[src/rtl/bspp_pkg.sv]
package bspp_pkg;

    localparam int CAND_WIDTH = 64;

    typedef enum logic [2:0] {
        ST_IDLE,
        ST_SPLIT,
        ST_EXP_MUL,
        ST_EXP_WAIT,
        ST_EXP_DBL,
        ST_CHECK,
        ST_SQ_MUL,
        ST_SQ_WAIT
    } t_state;

    typedef struct packed {
        logic start;
    } t_mul_req;

    typedef struct packed {
        logic busy;
        logic done;
    } t_mul_stat;

endpackage

[src/rtl/bspp_mulmod.sv]
module bspp_mulmod import bspp_pkg::*; #(
    parameter int NUM_WIDTH = 64
) (
    input  logic                 i_clk,
    input  logic                 i_rst_n,
    input  t_mul_req             i_req,
    input  logic [NUM_WIDTH-1:0] i_a,
    input  logic [NUM_WIDTH-1:0] i_b,
    input  logic [NUM_WIDTH-1:0] i_m,
    output t_mul_stat            o_stat,
    output logic [NUM_WIDTH-1:0] o_product
);

    localparam int CW = $clog2(NUM_WIDTH);
    localparam int XW = NUM_WIDTH + 2;
    localparam logic [CW-1:0] LAST = CW'(NUM_WIDTH - 1);

    logic                 r_busy, n_busy;
    logic                 r_done, n_done;
    logic [CW-1:0]        r_cnt, n_cnt;
    logic [NUM_WIDTH-1:0] r_acc, n_acc;
    logic [NUM_WIDTH-1:0] r_a, n_a;
    logic [NUM_WIDTH-1:0] r_b, n_b;
    logic [NUM_WIDTH-1:0] r_m, n_m;

    logic [XW-1:0] sum;
    logic [XW-1:0] m1;
    logic [XW-1:0] m2;
    logic [XW-1:0] red;

    always_comb begin
        m1  = {2'b00, r_m};
        m2  = {1'b0, r_m, 1'b0};
        sum = {1'b0, r_acc, 1'b0} + (r_b[NUM_WIDTH-1] ? {2'b00, r_a} : '0);
        if (sum >= m2) begin
            red = sum - m2;
        end else if (sum >= m1) begin
            red = sum - m1;
        end else begin
            red = sum;
        end
    end

    always_comb begin
        n_busy = r_busy;
        n_done = 1'b0;
        n_cnt  = r_cnt;
        n_acc  = r_acc;
        n_a    = r_a;
        n_b    = r_b;
        n_m    = r_m;
        if (i_req.start) begin
            n_busy = 1'b1;
            n_cnt  = '0;
            n_acc  = '0;
            n_a    = i_a;
            n_b    = i_b;
            n_m    = i_m;
        end else if (r_busy) begin
            n_acc = red[NUM_WIDTH-1:0];
            n_b   = {r_b[NUM_WIDTH-2:0], 1'b0};
            n_cnt = r_cnt + CW'(1);
            if (r_cnt == LAST) begin
                n_busy = 1'b0;
                n_done = 1'b1;
            end
        end
    end

    always_ff @(posedge i_clk) begin
        if (!i_rst_n) begin
            r_busy <= 1'b0;
            r_done <= 1'b0;
        end else begin
            r_busy <= n_busy;
            r_done <= n_done;
        end
        r_cnt <= n_cnt;
        r_acc <= n_acc;
        r_a   <= n_a;
        r_b   <= n_b;
        r_m   <= n_m;
    end

    assign o_stat.busy = r_busy;
    assign o_stat.done = r_done;
    assign o_product   = r_acc;

endmodule

[src/rtl/base2_strong_probable_prime_top.sv]
// channel | valid      | stall      | payload
// input   | i_in_valid | o_in_stall | i_candidate
// output  | o_out_valid| i_out_stall| o_composite, o_invalid
//
// One item at a time. The bit-serial modular multiplier works one bit per cycle.
// Candidates below two are flagged invalid and composite without a test.
// Reset is synchronous and active low; it clears the sequencer and output valid.
// A new item is taken while a result waits under stall in the output register.
module base2_strong_probable_prime_top import bspp_pkg::*; #(
    parameter int NUM_WIDTH = 64
) (
    input  logic                  i_clk,
    input  logic                  i_rst_n,
    input  logic                  i_in_valid,
    output logic                  o_in_stall,
    input  logic [CAND_WIDTH-1:0] i_candidate,
    output logic                  o_out_valid,
    input  logic                  i_out_stall,
    output logic                  o_composite,
    output logic                  o_invalid
);

    localparam int CW = $clog2(NUM_WIDTH);
    localparam logic [CW-1:0] LAST = CW'(NUM_WIDTH - 1);
    localparam logic [NUM_WIDTH-1:0] ONE = NUM_WIDTH'(1);

    t_state               r_state, n_state;
    logic [NUM_WIDTH-1:0] r_n, n_n;
    logic [NUM_WIDTH-1:0] r_nm1, n_nm1;
    logic [NUM_WIDTH-1:0] r_d, n_d;
    logic [NUM_WIDTH-1:0] r_x, n_x;
    logic [CW-1:0]        r_s, n_s;
    logic [CW-1:0]        r_cnt, n_cnt;
    logic                 r_fail, n_fail;
    logic                 r_inv, n_inv;
    logic                 r_pend, n_pend;
    logic                 r_out_valid, n_out_valid;
    logic                 r_composite, n_composite;
    logic                 r_invalid, n_invalid;

    logic [NUM_WIDTH-1:0] cand;
    logic [NUM_WIDTH:0]   dbl;
    logic [NUM_WIDTH:0]   dbl_red;
    t_mul_req             mul_req;
    t_mul_stat            mul_stat;
    logic [NUM_WIDTH-1:0] mul_res;

    bspp_mulmod #(
        .NUM_WIDTH (NUM_WIDTH)
    ) u_mul (
        .i_clk     (i_clk),
        .i_rst_n   (i_rst_n),
        .i_req     (mul_req),
        .i_a       (r_x),
        .i_b       (r_x),
        .i_m       (r_n),
        .o_stat    (mul_stat),
        .o_product (mul_res)
    );

    assign cand = i_candidate[NUM_WIDTH-1:0];

    always_comb begin
        dbl = {r_x, 1'b0};
        if (dbl >= {1'b0, r_n}) begin
            dbl_red = dbl - {1'b0, r_n};
        end else begin
            dbl_red = dbl;
        end
    end

    always_comb begin
        n_state     = r_state;
        n_n         = r_n;
        n_nm1       = r_nm1;
        n_d         = r_d;
        n_x         = r_x;
        n_s         = r_s;
        n_cnt       = r_cnt;
        n_fail      = r_fail;
        n_inv       = r_inv;
        n_pend      = r_pend;
        n_out_valid = r_out_valid && i_out_stall;
        n_composite = r_composite;
        n_invalid   = r_invalid;
        mul_req     = '0;
        o_in_stall  = (r_state != ST_IDLE) || r_pend;

        if (r_pend && (!r_out_valid || !i_out_stall)) begin
            n_out_valid = 1'b1;
            n_composite = r_fail;
            n_invalid   = r_inv;
            n_pend      = 1'b0;
        end

        case (r_state)
            ST_IDLE: begin
                if (i_in_valid && !o_in_stall) begin
                    if (cand[NUM_WIDTH-1:1] == '0) begin
                        n_fail = 1'b1;
                        n_inv  = 1'b1;
                        n_pend = 1'b1;
                    end else begin
                        n_n     = cand;
                        n_nm1   = cand - ONE;
                        n_d     = cand - ONE;
                        n_s     = '0;
                        n_inv   = 1'b0;
                        n_state = ST_SPLIT;
                    end
                end
            end
            ST_SPLIT: begin
                if (!r_d[0]) begin
                    n_d = {1'b0, r_d[NUM_WIDTH-1:1]};
                    n_s = r_s + CW'(1);
                end else begin
                    n_x     = ONE;
                    n_cnt   = '0;
                    n_state = ST_EXP_MUL;
                end
            end
            ST_EXP_MUL: begin
                mul_req.start = 1'b1;
                n_state       = ST_EXP_WAIT;
            end
            ST_EXP_WAIT: begin
                if (mul_stat.done) begin
                    n_x = mul_res;
                    if (r_d[NUM_WIDTH-1]) begin
                        n_state = ST_EXP_DBL;
                    end else begin
                        n_d     = {r_d[NUM_WIDTH-2:0], 1'b0};
                        n_cnt   = r_cnt + CW'(1);
                        n_state = (r_cnt == LAST) ? ST_CHECK : ST_EXP_MUL;
                    end
                end
            end
            ST_EXP_DBL: begin
                n_x     = dbl_red[NUM_WIDTH-1:0];
                n_d     = {r_d[NUM_WIDTH-2:0], 1'b0};
                n_cnt   = r_cnt + CW'(1);
                n_state = (r_cnt == LAST) ? ST_CHECK : ST_EXP_MUL;
            end
            ST_CHECK: begin
                if (r_x == ONE) begin
                    n_fail  = 1'b0;
                    n_pend  = 1'b1;
                    n_state = ST_IDLE;
                end else if (r_s == '0) begin
                    n_fail  = 1'b1;
                    n_pend  = 1'b1;
                    n_state = ST_IDLE;
                end else if (r_x == r_nm1) begin
                    n_fail  = 1'b0;
                    n_pend  = 1'b1;
                    n_state = ST_IDLE;
                end else if (r_s == CW'(1)) begin
                    n_fail  = 1'b1;
                    n_pend  = 1'b1;
                    n_state = ST_IDLE;
                end else begin
                    n_s     = r_s - CW'(1);
                    n_state = ST_SQ_MUL;
                end
            end
            ST_SQ_MUL: begin
                mul_req.start = 1'b1;
                n_state       = ST_SQ_WAIT;
            end
            ST_SQ_WAIT: begin
                if (mul_stat.done) begin
                    n_x = mul_res;
                    if (mul_res == r_nm1) begin
                        n_fail  = 1'b0;
                        n_pend  = 1'b1;
                        n_state = ST_IDLE;
                    end else if (r_s == CW'(1)) begin
                        n_fail  = 1'b1;
                        n_pend  = 1'b1;
                        n_state = ST_IDLE;
                    end else begin
                        n_s     = r_s - CW'(1);
                        n_state = ST_SQ_MUL;
                    end
                end
            end
            default: begin
                n_state = ST_IDLE;
            end
        endcase
    end

    always_ff @(posedge i_clk) begin
        if (!i_rst_n) begin
            r_state     <= ST_IDLE;
            r_pend      <= 1'b0;
            r_out_valid <= 1'b0;
        end else begin
            r_state     <= n_state;
            r_pend      <= n_pend;
            r_out_valid <= n_out_valid;
        end
        r_n         <= n_n;
        r_nm1       <= n_nm1;
        r_d         <= n_d;
        r_x         <= n_x;
        r_s         <= n_s;
        r_cnt       <= n_cnt;
        r_fail      <= n_fail;
        r_inv       <= n_inv;
        r_composite <= n_composite;
        r_invalid   <= n_invalid;
    end

    assign o_out_valid = r_out_valid;
    assign o_composite = r_composite;
    assign o_invalid   = r_invalid;

endmodule

[config.mk]
export PLATFORM = sky130hd
export DESIGN_NAME = base2_strong_probable_prime_top
export DESIGN_NICKNAME = d
export VERILOG_FILES = /design/src/rtl/bspp_pkg.sv /design/src/rtl/bspp_mulmod.sv /design/src/rtl/base2_strong_probable_prime_top.sv
export SDC_FILE = /design/constraint.sdc
export NUM_CORES = 2
export LEC_CHECK = 0
export BUFFER_PORTS_ARGS = -buffer_cell sky130_fd_sc_hd__buf_4
export CAP_MARGIN = 20
export CORE_AREA = 2 2 321 323
export CTS_BUF_LIST = sky130_fd_sc_hd__clkbuf_8
export DETAILED_ROUTE_END_ITERATION = 12
export DIE_AREA = 0 0 323 325
export PLACE_DENSITY = 0.52
export SYNTH_ARGS = -nofsm -noshare
export SYNTH_HDL_FRONTEND = slang
export SYNTH_SLANG_ARGS = --single-unit
export TNS_END_PERCENT = 20
[constraint.sdc]
create_clock -name i_clk -period 39.7 [get_ports i_clk]
set_input_delay 3.97 -clock i_clk [delete_from_list [all_inputs] [get_ports i_clk]]
set_output_delay 3.97 -clock i_clk [all_outputs]
set_load 0.02 [all_outputs]
* Word-level counts from Yosys, hierarchy flattened
Cells that the tools add are included.
W data, S select, Z words.
** Storage, ports and cells
- Register bits :: 541
- Output and inout bits :: 4
- Word-level logic and storage cells :: 162
- Input bits :: 68
** Cells by class
- Bitwise gates (word level) :: 3
- $lt $le $gt $ge :: 3
- Add/subtract/negate cells :: 9
- Mux-type cells :: 68
- Reductions and logical operators :: 31
- Equality and inequality tests :: 26
** Operators by type and width (number)
- $mux W64 :: 13
- $pmux W64 S4 :: 1
- $pmux W64 S3 :: 1
- $sub A64 B64 Y64 :: 3
- $eq A64 B64 Y1 :: 2
- $mux W6 :: 12
- $add A65 B64 Y66 :: 1
- $ge A66 B64 Y1 :: 1
- $ge A66 B65 Y1 :: 1
- $ge A65 B64 Y1 :: 1
- $eq A64 B1 Y1 const B :: 1
- $sub A64 B1 Y64 const B :: 1
- $logic_not A63 Y1 :: 1
- $mux W3 :: 12
- $mux W1 :: 24
- $pmux W3 S8 :: 1
- $pmux W6 S4 :: 1
- $ne A2 B2 Y1 const B :: 10
- $add A6 B1 Y6 const B :: 3
- $pmux W6 S3 :: 1
- $reduce_and A5 Y1 :: 3
- $eq A3 B3 Y1 const B :: 4
- $eq A6 B6 Y1 const B :: 2
- $reduce_bool A3 Y1 :: 4
- 21 further kinds :: 36

* Depth between registers and ports, before layout
- Depth in word-level cells :: 9
- Mapped depth :: 29
- Gate-level depth less buffers :: 25

* Modules after synthesis
From an unflattened synthesis, not the netlist that was laid out.
** Second synthesis, totals
- Cell total of the unflattened synthesis :: 4330
- Area, all modules :: 40058.4 sq um
** Modules (own cells, without submodules)
- bspp_mulmod :: sequential area each 7206.9 sq um, cells an instance 2460, instances 1, area each 21909.8 sq um
- base2_strong_probable_prime_top :: sequential area each 8267.9 sq um, cells an instance 1870, instances 1, area each 18148.7 sq um

* Least setup slack after synthesis
Ideal clock, no wire load.
- Path type :: input to register
- Start point :: in i_candidate[54]
- End point :: reg r_d[10], enable pin
- Path buffers :: 0
- Stages on the path :: 10
- Arrival time :: 15.602 ns
- Setup time :: 0.576 ns
- Data required time :: 39.124 ns
- Path slack :: 23.522 ns
- Cells stage by stage :: or4_1 or3_1 nor3_1 nand3b_1 or3b_1 nor3_1 nor2b_1 nor2_1 a221oi_1 a21boi_0
** On the way
- Cells in the longest elaborated chain, start to end :: 3
** RTL lines
- from (decl) :: RTL line base2_strong_probable_prime_top.sv:16 : input logic [CAND_WIDTH-1:0] i_candidate,
- $logic_not A63 Y1 :: RTL line base2_strong_probable_prime_top.sv:99 : if (cand[NUM_WIDTH-1:1] == '0) begin
- $ne A2 B2 Y1 (no line)
- $reduce_and A6 Y1 (no line)
- to (signal assigned) :: RTL line base2_strong_probable_prime_top.sv:206 : r_d <= n_d;
- to (decl) :: RTL line base2_strong_probable_prime_top.sv:30 : logic [NUM_WIDTH-1:0] r_d, n_d;
No other way between the ends.
A chain may end at the register's enable or synchronous reset.

* Worst setup path after layout
- Start point :: reg u_mul.r_b[63]
- End point :: reg u_mul.r_acc[28], in the netlist u_mul.o_product[28]
** On the way
- Cells in the longest elaborated chain, start to end :: 5
- Elaborated cells on any way between the ends :: 8
- Those cells by class :: add/sub (3); order compare (2); mux (3)
** RTL lines
- from (decl) :: RTL line bspp_mulmod.sv:23 : logic [NUM_WIDTH-1:0] r_b, n_b;
- from (signal assigned) :: RTL line bspp_mulmod.sv:81 : r_b <= n_b;
- $mux W64 * :: RTL line bspp_mulmod.sv:34 : sum = {1'b0, r_acc, 1'b0} + (r_b[NUM_WIDTH-1] ? {2'b00, r_a} : '0);
- $add A65 B64 Y66 * :: RTL line bspp_mulmod.sv:34
- $sub A64 B64 Y64 / $ge A66 B64 Y1 (equally long branches) :: RTL line bspp_mulmod.sv:38, bspp_mulmod.sv:37
- $mux W64 :: RTL line bspp_mulmod.sv:37 : end else if (sum >= m1) begin
- $mux W64 * :: RTL line bspp_mulmod.sv:35 : if (sum >= m2) begin
- to (signal assigned) :: RTL line bspp_mulmod.sv:79 : r_acc <= n_acc;
- to (decl) :: RTL line bspp_mulmod.sv:21 : logic [NUM_WIDTH-1:0] r_acc, n_acc;
Mark *: on every way between the ends. The rest lies on a longest branch, timed or not.

==> flow_metrics.env <==
export IMPL_ff_latch_area_mm2=0.01548
export IMPL_syn_num_nets=4819
export IMPL_synth_edf_count=464
export IMPL_cts_setup_buffers=0
export IMPL_clkSlewWorstSetupHoldPaths_ns=0.06
export IMPL_die_w_um=323
export IMPL_fmax_mhz=120.3
export IMPL_num_vias=34750
export IMPL_grt_setup_unrepaired="no"
export IMPL_dp_hpwl_mm=120.6
export IMPL_synthDistinctLibCells=94
export IMPL_grt_max_degree=82
export IMPL_yosysMostFrequentCell="nand2_1"
export IMPL_hp_class="flop to flop"
export IMPL_worst_slack_ns=31.39
export IMPL_rows=117
export IMPL_grt_overflow=0
export IMPL_p_switching_uw=2073
export IMPL_ys_seq_area_frac=0.3842
export IMPL_ys_flop_type="edfxtp_1"
export IMPL_ant_nets=0
export IMPL_dieArea_mm2=0.1050
export IMPL_synth_area_leaders="edfxtp_1, ha_1, nand2_1, xor2_1, a21oi_1"
export IMPL_startpoint="u_mul.r_b[63]"
export IMPL_intPower_uw=2005
export IMPL_core_mm2=0.1013
export IMPL_first_iter_violations=3494
export IMPL_drc=0
export IMPL_path_max_fanout=76
export IMPL_portBuffers=71
export IMPL_clock_latency_ns=0.73
export IMPL_layoutNonFillerInstCount=5923
export IMPL_swShare=0.5084
export IMPL_pre_cts_slack_ns=31.34
export IMPL_reg2reg_depth=27
export IMPL_p_per_area_mw_per_mm2=92.83
export IMPL_wl_mm=150.6
export IMPL_setup_viol=0
export IMPL_min_period_over_period=0.2094
export IMPL_routedWlPerCell_um=25.43
export IMPL_power_uw=4078
export IMPL_r2r_start="u_mul.r_b[63]"
export IMPL_tns_ns=0
export IMPL_netlist_area_mm2=0.04028
export IMPL_clock_sinks=541
export IMPL_yosysTopAreaCell="edfxtp_1"
export IMPL_ys_async_sr_fraction=0
export IMPL_fin_skew_ns=0.04922
export IMPL_grt_pass1_vias=32940
export IMPL_vdd_drop_max_uv=51.36
export IMPL_die_height_um=325
export IMPL_crit_path_end_kind="flop"
export IMPL_yosys_warnings=0
export IMPL_htree_levels=3
export IMPL_endpoint="u_mul.o_product[28]"
export IMPL_synth_top_cells_by_count="nand2_1, edfxtp_1, a21oi_1, o21ai_0, ha_1"
export IMPL_track_usage=0.2813
export IMPL_io_pins=72
export IMPL_post_route_min_period_ns=8.312
export IMPL_final_layout_size_suffix_gt1_frac=0.06547
export IMPL_dr_pass1_iters=6
export IMPL_status="complete, no violations"
export IMPL_cts_buffer_depth=3
export IMPL_yosys_register_bits=541
export IMPL_cts_root_buf="clkbuf_8"
export IMPL_slew_headroom=0.3003
export IMPL_nFillCells=10230
export IMPL_cts_tree="done"
export IMPL_r2r_end="u_mul.o_product[28]"
export IMPL_p_leak_uw=0.01777
export IMPL_seq_power_share=0.244
export IMPL_syn2layout_area_growth_pct=9.061
export IMPL_nets=4813
export IMPL_ctsResizeCount=0
export IMPL_routed_via_density=5.867
export IMPL_critPathKind="flop to flop"
export IMPL_startpoint_type="flop"
export IMPL_gp_congestion=1.054
export IMPL_pwr_share_comb=0.629
export IMPL_multi_input_area_mm2=0.02328
export IMPL_initial_core_util=0.3976
export IMPL_cts_buffers_inserted=93
export IMPL_r2r_slack_ns=31.39
export IMPL_cp_arrival_ns=8.87
export IMPL_antenna_found_initial=4
export IMPL_max_cap_viol_count=0
export IMPL_postCtsHoldBufs=0
export IMPL_grt_first_pass_wirelength_mm=219.8
export IMPL_finalHoldViolCount=0
export IMPL_crit_required_ns=40.26
export IMPL_synth_top_area_frac=0.3459
export IMPL_power_share_clock=0.127
export IMPL_avgSynthCellArea_um2=8.980
export IMPL_syn_inst=4485
export IMPL_tightest_slew_ns=1.049
export IMPL_dpl_cell_count=5751
export IMPL_drv_slew=0
[how the worst min path moves through the flow]
stage,start,endpoint,depth (start not counted)
finish,r_inv,o_invalid,0
global route,r_inv,o_invalid,0
CTS,r_inv,o_invalid,0
detailed placement,r_inv,o_invalid,0
global placement,r_inv,o_invalid,0
floorplan,r_inv,o_invalid,0
[final cells by class]
| cell class | count | share of cell area |
|---|---|---|
| well taps | 1368 | 0.03897 |
| diodes | 3 | 0.0001709 |
| flip-flops and latches | 541 | 0.3523 |
| multi-input cells | 3521 | 0.5300 |
| clock inverters | 70 | 0.01102 |
| clock buffers | 98 | 0.03071 |
| inverters | 214 | 0.01846 |
| repair buffers | 108 | 0.01837 |
[cell families after synthesis]
logic type      count (synthesis)  synth area share
buf+inv                       423           0.04023
fa+ha+maj                     266           0.08338
compound gates               1312            0.2103
flops                         541            0.3842
simple gates                 1446            0.1716
mux                            63           0.01575
xor+xnor                      434           0.09456
[layout by cell type (no fill, tap or decap), types with 34 or more instances in the layout]
cell type    n
a211oi_1    40
a21o_1     135
a21oi_1    377
a22oi_1     77
and2_1      93
and3_1      34
buf_4      104
clkbuf_8    98
dfxtp_1     76
edfxtp_1   464
ha_1       262
inv_1      233
mux2i_1     60
nand2_1    624
nand2b_1    40
nand3_1     79
nand4_1     84
nor2_1     221
nor3_1      65
nor4_1      68
o211ai_1    62
o21ai_0    276
o21bai_1    54
xnor2_1    200
xor2_1     233
[per-layer routing]
metal,vias up,part of all wire,GRT usage,wire length [um]
li1,16470,-,-,-
met1,16750,0.48,0.4193,71830
met2,1331,0.42,0.4099,63500
met3,207,0.061,0.03630,9160
met4,0,0.041,0.1093,6148
met5,-,0,0,0
[state kept, by name, summed over array words and instances, names as in the netlist, 3 cells and up]
| name | flops |
|---|---|
| u_mul.r_cnt | 6 |
| r_n | 64 |
| r_d | 64 |
| r_cnt | 6 |
| r_state | 3 |
| r_x | 64 |
| r_s | 6 |
| u_mul.r_a | 64 |
| u_mul.o_product | 64 |
| u_mul.r_b | 64 |
| u_mul.r_m | 64 |
| r_nm1 | 64 |
[worst max-delay path, stage by stage, from the launching register on]
cell      delay (ns)
edfxtp_1        0.37
buf_4           0.39
nand2_1         0.17
inv_1           0.09
ha_1            0.23
a211oi_1        0.25
o21bai_1        0.19
o21ai_0         0.30
a211oi_1        0.18
o21ai_0         0.37
o21ai_0         0.16
buf_4           0.18
a221oi_1        0.66
o21ai_0         0.23
xor2_1          0.35
ha_1            0.37
and4_1          0.26
and3_1          0.20
and2_1          0.19
and4_1          0.20
a211oi_1        0.22
o211ai_1        0.18
a211oi_4        0.55
buf_4           0.41
buf_4           0.68
mux2_2          0.41
mux2i_1         0.13
a21oi_1         0.08
[power groups by stage]
stage,Combinational (uW),Sequential [uW],Clock (uW)
floorplan,1830,907,0
global placement,2510,998,0
detailed placement,2490,997,0
CTS,2510,986,528
global route,2790,1000,552
finish,2570,995,516
[per-stage QoR]
stage / area, um^2 / util / hold WS, ns
floorplan: 40280 / - / 0.4003
global placement: 42050 / 0.4151 / 0.4309
detailed placement: 42080 / 0.4154 / 0.4179
CTS: 43910 / 0.4335 / 0.4466
global route: 43920 / 0.4336 / 0.4637
finish: 43930 / 0.4336 / 0.4474
Note: power is estimated with default switching activity, not from simulation.
